--- src/rtl/core/bloom_filter_three_hash_macros.svh ---
// ----------------------------------------------------------------------------
// Bloom filter assertion macros
// Concurrent property wrappers, compiled out when SYNTH is defined.
// ----------------------------------------------------------------------------
`ifndef BLOOM_FILTER_THREE_HASH_MACROS_SVH
`define BLOOM_FILTER_THREE_HASH_MACROS_SVH

`ifndef SYNTH

`define BFTH_ASSERT_IMPL(label, clk, rst, ante, cons, msg) \
   label: assert property (@(posedge clk) disable iff (rst) (ante) |-> (cons)) \
      else $error(msg);

`define BFTH_ASSERT_NEXT(label, clk, rst, ante, cons, msg) \
   label: assert property (@(posedge clk) disable iff (rst) (ante) |=> (cons)) \
      else $error(msg);

`else

`define BFTH_ASSERT_IMPL(label, clk, rst, ante, cons, msg)

`define BFTH_ASSERT_NEXT(label, clk, rst, ante, cons, msg)

`endif

`endif

--- src/rtl/core/bfth_pkg.sv ---
// ----------------------------------------------------------------------------
// Bloom filter package
// Widths, hash constants and the controller/datapath command and status types.
// ----------------------------------------------------------------------------
package bfth_pkg;

   localparam int unsigned ACC_W    = 64;
   localparam int unsigned BYTE_W   = 8;
   localparam int unsigned CFG_W    = 17;
   localparam int unsigned N_MIN    = 2;

   localparam logic [ACC_W-1:0] DJB2_SEED = 64'd5381;
   localparam logic [CFG_W-1:0] NUM_BITS_RESET = 17'd65521;

   localparam int unsigned DJB2_SH   = 5;
   localparam int unsigned SDBM_SH_A = 6;
   localparam int unsigned SDBM_SH_B = 16;

   typedef enum logic [1:0] {
      SEL_P1 = 2'd0,
      SEL_P2 = 2'd1,
      SEL_P3 = 2'd2
   } pos_sel_type;

   typedef struct packed {
      logic        req_ready;
      logic        clr_step;
      logic        div_step;
      logic        p3a;
      logic        p3b;
      logic        mem_access;
      pos_sel_type sel;
      logic        out_load;
      logic        seed;
   } bfth_cmd_type;

   typedef struct packed {
      logic clr_done;
      logic key_end;
      logic rsp_free;
   } bfth_status_type;

endpackage

--- src/rtl/core/bfth_ctrl.sv ---
// ----------------------------------------------------------------------------
// Bloom filter controller
// Sequences the clear pass, key intake, remainder division and bit access.
// ----------------------------------------------------------------------------
module bfth_ctrl (
   input  logic                      clock,
   input  logic                      reset,
   input  bfth_pkg::bfth_status_type st,
   output bfth_pkg::bfth_cmd_type    cmd
);

   localparam int unsigned CW = $clog2(bfth_pkg::ACC_W);

   typedef enum logic [7:0] {
      ST_CLEAR  = 8'b0000_0001,
      ST_IDLE   = 8'b0000_0010,
      ST_DIV    = 8'b0000_0100,
      ST_P3A    = 8'b0000_1000,
      ST_P3B    = 8'b0001_0000,
      ST_ACCESS = 8'b0010_0000,
      ST_DRAIN  = 8'b0100_0000,
      ST_DONE   = 8'b1000_0000
   } state_type;

   state_type             state_ff, state_in;
   logic [CW-1:0]         div_cnt_ff, div_cnt_in;
   bfth_pkg::pos_sel_type sel_ff, sel_in;

   always_comb begin
      state_in   = state_ff;
      div_cnt_in = div_cnt_ff;
      sel_in     = sel_ff;
      cmd        = '0;
      cmd.sel    = sel_ff;
      unique case (state_ff)
         ST_CLEAR: begin
            cmd.clr_step = 1'b1;
            if (st.clr_done) begin
               state_in = ST_IDLE;
            end
         end
         ST_IDLE: begin
            cmd.req_ready = 1'b1;
            if (st.key_end) begin
               div_cnt_in = '0;
               state_in   = ST_DIV;
            end
         end
         ST_DIV: begin
            cmd.div_step = 1'b1;
            div_cnt_in   = div_cnt_ff + 1'b1;
            if (div_cnt_ff == CW'(bfth_pkg::ACC_W - 1)) begin
               state_in = ST_P3A;
            end
         end
         ST_P3A: begin
            cmd.p3a  = 1'b1;
            state_in = ST_P3B;
         end
         ST_P3B: begin
            cmd.p3b  = 1'b1;
            sel_in   = bfth_pkg::SEL_P1;
            state_in = ST_ACCESS;
         end
         ST_ACCESS: begin
            cmd.mem_access = 1'b1;
            unique case (sel_ff)
               bfth_pkg::SEL_P1: sel_in = bfth_pkg::SEL_P2;
               bfth_pkg::SEL_P2: sel_in = bfth_pkg::SEL_P3;
               default: begin
                  sel_in   = bfth_pkg::SEL_P1;
                  state_in = ST_DRAIN;
               end
            endcase
         end
         ST_DRAIN: begin
            state_in = ST_DONE;
         end
         ST_DONE: begin
            if (st.rsp_free) begin
               cmd.out_load = 1'b1;
               cmd.seed     = 1'b1;
               state_in     = ST_IDLE;
            end
         end
         default: begin
            state_in = ST_CLEAR;
         end
      endcase
   end

   always_ff @(posedge clock) begin
      if (reset) begin
         state_ff   <= ST_CLEAR;
         div_cnt_ff <= '0;
         sel_ff     <= bfth_pkg::SEL_P1;
      end else begin
         state_ff   <= state_in;
         div_cnt_ff <= div_cnt_in;
         sel_ff     <= sel_in;
      end
   end

endmodule

--- config.mk ---
export PLATFORM = sky130hd
export DESIGN_NAME = bfth_ctrl
export DESIGN_NICKNAME = d
export VERILOG_FILES = /design/src/rtl/core/bloom_filter_three_hash_macros.svh /design/src/rtl/core/bfth_pkg.sv /design/src/rtl/core/bfth_ctrl.sv
export SDC_FILE = /design/constraint.sdc
export NUM_CORES = 1
export LEC_CHECK = 0
export CAP_MARGIN = 40
export CORE_AREA = 5 5 53 55
export CTS_BUF_LIST = sky130_fd_sc_hd__clkbuf_8
export DETAILED_ROUTE_END_ITERATION = 10
export DIE_AREA = 0 0 58 60
export DONT_BUFFER_PORTS = 1
export GPL_TIMING_DRIVEN = 0
export HOLD_SLACK_MARGIN = 0.12
export PLACE_DENSITY = 0.51
export SKIP_CTS_REPAIR_TIMING = 1
export SYNTH_ARGS = -nofsm -noshare
export SYNTH_HDL_FRONTEND = slang
export SYNTH_SLANG_ARGS = --single-unit
--- constraint.sdc ---
create_clock -name clock -period 2.1 [get_ports clock]
set_input_delay 0.21 -clock clock [delete_from_list [all_inputs] [get_ports clock]]
set_output_delay 0.21 -clock clock [all_outputs]
set_load 0.02 [all_outputs]
==> metrics.md, run 1 <==
| Metric | Value |
|---|---|
| First-pass DRT Iterations | 4 |
| Inserted Clock Buffers | 3 |
| CP arrival | 1.81 ns |
| Highest Signal Layer | met4 |
| Worst Tran Pin Value | 0.499 ns |
| Launch point of the worst reg-to-reg path | state_ff[4]$_SDFFE_PP0P_ |
| Synth Net Count | 106 |
| Max cap viols | 0 |
| WL met1 | 911 um |
| Fillers | 262 |
| Area of the multi-input gates | 498 um2 |
| Yosys warns | 0 |
| Global-route wire length before repair | 3060 um |
| Longest Clk Path Bufs | 2 |
| Die ar. | 3480 um2 |
| Minimum clock period | 2.02 ns |
| Status | completed |
| Clock sinks | 16 |
| P&R area growth vs syn | 12.2% |
| Register area share after synthesis | ~38% |
| Sequential cell area | 320 um2 |
| Util after Layout | 40.8% |
| Met3 WL post-DR | 110 um |
| Top FF cell, synth | dfxtp_1 |
| Ant. Diodes | 0 |
| Area contributors post-synth | dfxtp_1 38%, nor2_1 7.5%, a21oi_1 4.1% |
| Final WL | between 1500 and 2000 um |
| Mapped Area | about 850 um2 |
| Mux cell area share after synthesis | 0% |
| Crit share post-route | between 90% and 100% |
| H-tree Lvls | 1 |
| Fin nets | between 100 and 150 |
| Fin Hold WS | 0.188 ns |
| Flops & latches, synth | 16 |
| Synth Area in Compound Gates | 14.8% |
| Final Setup Violations | 0 |
| Post-DP HPWL | approximately 1400 um |
| Initial antenna violation count | 0 |
| Routed wl met2 | 693 um |
| TritonCTS clock tree | done |
| Synth cell count leaders | 17 x nor2_1, 16 x dfxtp_1, 7 x a21oi_1, 6 x inv_1, 6 x nand3_1 |
| Reg2reg path depth | 5 |
| Post-Synthesis Cells | 100 |
| Vias in the first global route | roughly 690 |
| HP Class | primary input to flop |
| Critical path class | flop to output port |
| CP max stage cell | or4_4 |
| Die span in y | 60 um |
| Worst Setup EP | cmd[1] |
| Core ar. | 2340 um2 |
| Fmax | just under 0.5 GHz |
| Worst Setup Start Kind | flop |
| DRC | 0 |
| Biggest area consumer among synthesized cells | dfxtp_1 |
| CP Cell Sequence | or4_4, nor4_4, and2_4, buf_4 |
| Die X | 58 um |
| Number of flops mapped to enable cells by yosys | 0 |
| Clock latency on the worst-skew pair | roughly 0.24 ns |
| Simple-gate share of the synthesized area | 36.7% |
| Share of layout cells above drive strength 1 | 14.4% |
| Xor/xnor share of the synthesized area | 4.11% |
| Grt ovf | 0 |
| Peak VDD IR | 0.000527 V |
| Fin. Hold Viols | 0 |
| Worst r2r dst | state_ff[1]$_SDFFE_PP0P_ |
| Crit path required time | 1.89 ns |
| Synth top area share | 37.6% |
| Num ports | 15 |
| DR WL/cell | 12.9 um |
| RSZ-0062 raised after global routing | no |
| GR Util All Layers | between 10% and 20% |
| Worst Setup SP | state_ff[3]$_SDFFE_PP0P_ |
| Top-count cell post-synth | nor2_1 |
| Slew HR | 66.4% |
| Setup TNS | 0 ns |
| Routed vias | a little over 700 |
| Initial Utilization | between 30% and 40% |
| Clk slew on worst S/H paths | 0.06 ns |
| Largest family of logic cells by synthesized area | simple AND/OR/NAND/NOR gates |
| P_leak | 0.352 nW |
| Power per standard cell area | 912 nW/um2 |
| Max Slew Vio Count | 0 |
| Flop2flop setup slack | ~0.2 ns |
| Post-Syn Area per Cell | 8.52 um2 |
| IO buf count | 0 |
| CP endpoint kind | output port |
| ANT nets after route | 0 |
| Initial DRC Count | 18 |
| CP peak stage delay | 0.57 ns |
| Routability Congestion | 0.759 |
| Vias per cell | 5.40 |
| Clock Tree Root | clkbuf_8 |
| FP Rows | 18 |
| Largest net degree at the start of global routing | 11 |
| Distinct cells, synth | 35 |
| Power Total | ~0.87 mW |
| Fraction of synthesis flops using an asynchronous set or reset pin | 0% |
| Worst clock skew | 0.00415 ns |
| Post-Synth Adder-Cell Area | 1.47% |
| Crit-path max FO | 6 |
-- power by group --
part	switching [mW]	internal, mW	total (mW)
logic	0.151	0.0866	0.238
clock network	0.0993	0.166	0.265
registers	0.0391	0.330	0.369
-- per-stage QoR --
| step | instance area (um2) | worst slack, ns | instances |
|---|---|---|---|
| global route | 956 | 0.00791 | 134 |
| finish | 956 | 0.0756 | 134 |
| floorplan | 852 | 0.278 | 100 |
| CTS | 945 | -0.103 | 134 |
| detailed placement | 890 | 0.172 | 130 |
| global placement | 890 | 0.168 | 130 |
-- placed cells by master (no fill, tap or decap), types with 2 or more instances in the layout --
cell type / instances
buf_4: 2
a211oi_2: 2
a2bb2oi_1: 2
xnor2_1: 4
and4b_1: 2
a21oi_1: 7
nand2_1: 5
nor3_1: 2
dfxtp_1: 16
nor4_4: 2
nor2_1: 17
and3_1: 2
inv_1: 6
nor2b_1: 3
clkbuf_8: 4
nand2b_1: 3
nand3_1: 6
-- per-layer routing --
layer	GRT usage, %	vias up
li1	-	369
met1	15.8	338
met2	16.6	14
met3	2.38	2
met4	3.97	0
met5	0	-
-- registers in the layout, indices dropped and copies added, names as in the netlist --
| name | count |
|---|---|
| div_cnt_ff | 6 |
| sel_ff | 2 |
| state_ff | 8 |
-- layout make-up --
class / instances / share of cell area (%)
Multi-Input combinational cell: 74 / 52.1
Sequential cell: 16 / 33.5
Clock buffer: 4 / 5.76
Tap cell: 30 / 3.93
Inverter: 7 / 2.75
Buffer: 3 / 1.96
-- worst min path at each step --
stage,to,start,depth (start not counted),slack [ns]
after floorplan,state_ff[0]$_SDFFE_PP1P_,st[2],3,0.40
after global placement,state_ff[0]$_SDFFE_PP1P_,st[2],3,0.44
after detailed placement,state_ff[0]$_SDFFE_PP1P_,st[2],3,0.43
after CTS,state_ff[0]$_SDFFE_PP1P_,st[2],3,0.19
after global routing,state_ff[0]$_SDFFE_PP1P_,st[2],3,0.24
final,state_ff[0]$_SDFFE_PP1P_,st[2],3,0.19
-- worst max-delay path: cells and delay by family (launching register included) --
family	cells	cell delay [ns]
buf+inv	1	0.15
flops	1	0.36
simple gates	3	1.06
-- logic make-up (layout without fill, tap and decap cells) --
group,Yosys count,in the layout
AND/OR/NAND/NOR,51,51
AO/OA/AOI/OAI,18,18
XOR/XNOR,4,4
buffers and inverters,10,14
flip-flops,16,16
adder cells (fa/ha/maj),1,1
(Power assumes the default switching activity.)
==> run 2: changes to the inputs <==
- CORE_AREA: 5 5 53 55 -> 5 5 48 50
- DIE_AREA: 0 0 58 60 -> 0 0 53 55
- PLACE_DENSITY: 0.51 -> 0.61
==> run 2 against run 1 <==
Effect of this change:
- core utilization is 10 points higher
- clock-buffer cell count unchanged
- routed wire length fell by 3.4%
- flip-flop and latch count did not move
- cell area fell by 0.39%
- critical path depth did not move
- cell count down 2.2%
- sequential power about the same
- total power up 1.0%
- die area decreased by 16%
- clock power increased by 3%
- largest cell class unchanged
- highest routed layer unchanged
==> metrics.md, run 2 (synthesis results as in run 1) <==
| Metric | Value |
|---|---|
| Worst r2r dst | state_ff[1]$_SDFFE_PP0P_ |
| IO buf count | 0 |
| Max Slew Vio Count | 0 |
| Util after Layout | between 50% and 60% |
| Max reg flops | 8 |
| Num ports | 15 |
| CP arrival | 1.75 ns |
| H-tree Lvls | 1 |
| Worst clock skew | 0.00186 ns |
| TritonCTS clock tree | done |
| Slew HR | 63.9% |
| Cell family with most CP delay | simple AND/OR/NAND/NOR gates |
| P&R area growth vs syn | 11.7% |
| Clock sinks | 16 |
| Setup TNS | 0 ns |
| Crit share post-route | 93.2% |
| Worst Hold End | state_ff[0]$_SDFFE_PP1P_ |
| Ant. Diodes | 0 |
| Register with the most flip-flops | state_ff |
| Worst Tran Pin Value | 0.537 ns |
| CP Cell Sequence | or4_4, nor4_4, and2_4, buf_4 |
| Crit path required time | 1.89 ns |
| Reg2reg path depth | 5 |
| Final WL | 1680 um |
| Routed vias | 688 |
| CP peak stage delay | 0.57 ns |
| Grt ovf | 0 |
| Critical path class | flop to output port |
| Minimum clock period | 1.96 ns |
| Die span in y | around 55 um |
| Post-DP HPWL | about 1300 um |
| Flop2flop setup slack | 0.20 ns |
| Fin Hold WS | 0.186 ns |
| Clock Tree Root | clkbuf_8 |
| Initial DRC Count | 13 |
| CP endpoint kind | output port |
| Fin nets | 111 |
| Longest Clk Path Bufs | 2 |
| Fmax | 0.511 GHz |
| Core ar. | 1860 um2 |
| Largest net degree at the start of global routing | 11 |
| Clk slew on worst S/H paths | around 0.06 ns |
| Die X | 53 um |
| Power per standard cell area | 925 nW/um2 |
| Met3 Track Usage GR | 3.49% |
| Vias in the first global route | 628 |
| Routability Congestion | 0.823 |
| M1 GR Usage | 18.4% |
| Final Setup Violations | 0 |
| Clock latency on the worst-skew pair | 0.25 ns |
| Place WS | 0.188 ns |
| Biggest regs | state_ff x8, div_cnt_ff x6, sel_ff x2 |
| Leading cell type in the layout, fill and taps excluded | nor2_1 |
| Launch point of the worst reg-to-reg path | state_ff[4]$_SDFFE_PP0P_ |
| FP Rows | 16 |
| Hold path depth | 3 |
| Fin. Hold Viols | 0 |
| Critical path buffers and inverters | 1 |
| Post-route cell area | roughly 950 um2 |
| Share of layout cells above drive strength 1 | 14.4% |
| Hold Startpoint | st[2] |
| Inserted Clock Buffers | 3 |
| Met2 Track Usage GR | around a fifth |
| DR WL/cell | 12.8 um |
| Max cap viols | 0 |
| GR Util All Layers | between 10% and 20% |
| Worst Setup Start Kind | flop |
| Global-route wire length before repair | 2800 um |
| CP max stage cell | or4_4 |
| P_leak | 0.352 nW |
| Placed Area | between 800 and 900 um2 |
| Final setup margin | 0.143 ns |
| Peak VDD IR | 0.000480 V |
| First-pass DRT Iterations | 4 |
| Vias per cell | about 5.3 |
| Crit-path max FO | 6 |
| GRT Max-Usage Layer | met2 |
| DRC | 0 |
| Initial antenna violation count | 0 |
| ANT nets after route | 0 |
| HP Class | primary input to flop |
| Status | completed |
| Initial Utilization | 45.8% |
| Die ar. | 2920 um2 |
| RSZ-0062 raised after global routing | no |
| Most frequent cells in the layout | 17 x nor2_1, 16 x dfxtp_1, 7 x a21oi_1 |
run 2: layout make-up:
type	count	area, um2
multi-input cells	74	498
fillers	184	910
plain buffers	3	18.8
clock buffers	4	55.1
flip-flops and latches	16	320
inverters	7	26.3
well taps	27	33.8
run 2: how the worst max path moves through the flow:
stage	start	endpoint	slack (ns)	depth (start not counted)
4_1_cts	state_ff[3]$_SDFFE_PP0P_	cmd[1]	-0.09	4
3_3_place_gp	state_ff[3]$_SDFFE_PP0P_	cmd[1]	0.21	4
6_report	state_ff[3]$_SDFFE_PP0P_	cmd[1]	0.14	4
3_5_place_dp	state_ff[3]$_SDFFE_PP0P_	cmd[1]	0.19	4
5_1_grt	state_ff[3]$_SDFFE_PP0P_	cmd[1]	0.06	4
2_1_floorplan	state_ff[3]$_SDFFE_PP0P_	cmd[1]	0.28	4
run 2: metal layers:
| layer | wire length [um] | vias up |
|---|---|---|
| li1 | - | 362 |
| met1 | 856 | 312 |
| met2 | 730 | 12 |
| met3 | 77 | 2 |
| met4 | 11 | 0 |
| met5 | 0 | - |
run 2: per-stage QoR:
stage	std cells	power (mW)
final	131	0.881
after global routing	131	0.930
after CTS	131	0.885
after detailed placement	127	0.612
after global placement	127	0.607
after floorplan	100	0.564
run 2: power by group:
part           internal, mW  leakage [nW]  switching [mW]
sequential            0.330         0.130          0.0392
clock                 0.166        0.0288           0.106
combinational        0.0863         0.194           0.153
run 2: worst min-delay path, cell delays in order:
cell,delay (ns)
inv_1,0.05
a21oi_1,0.08
o41ai_1,0.06
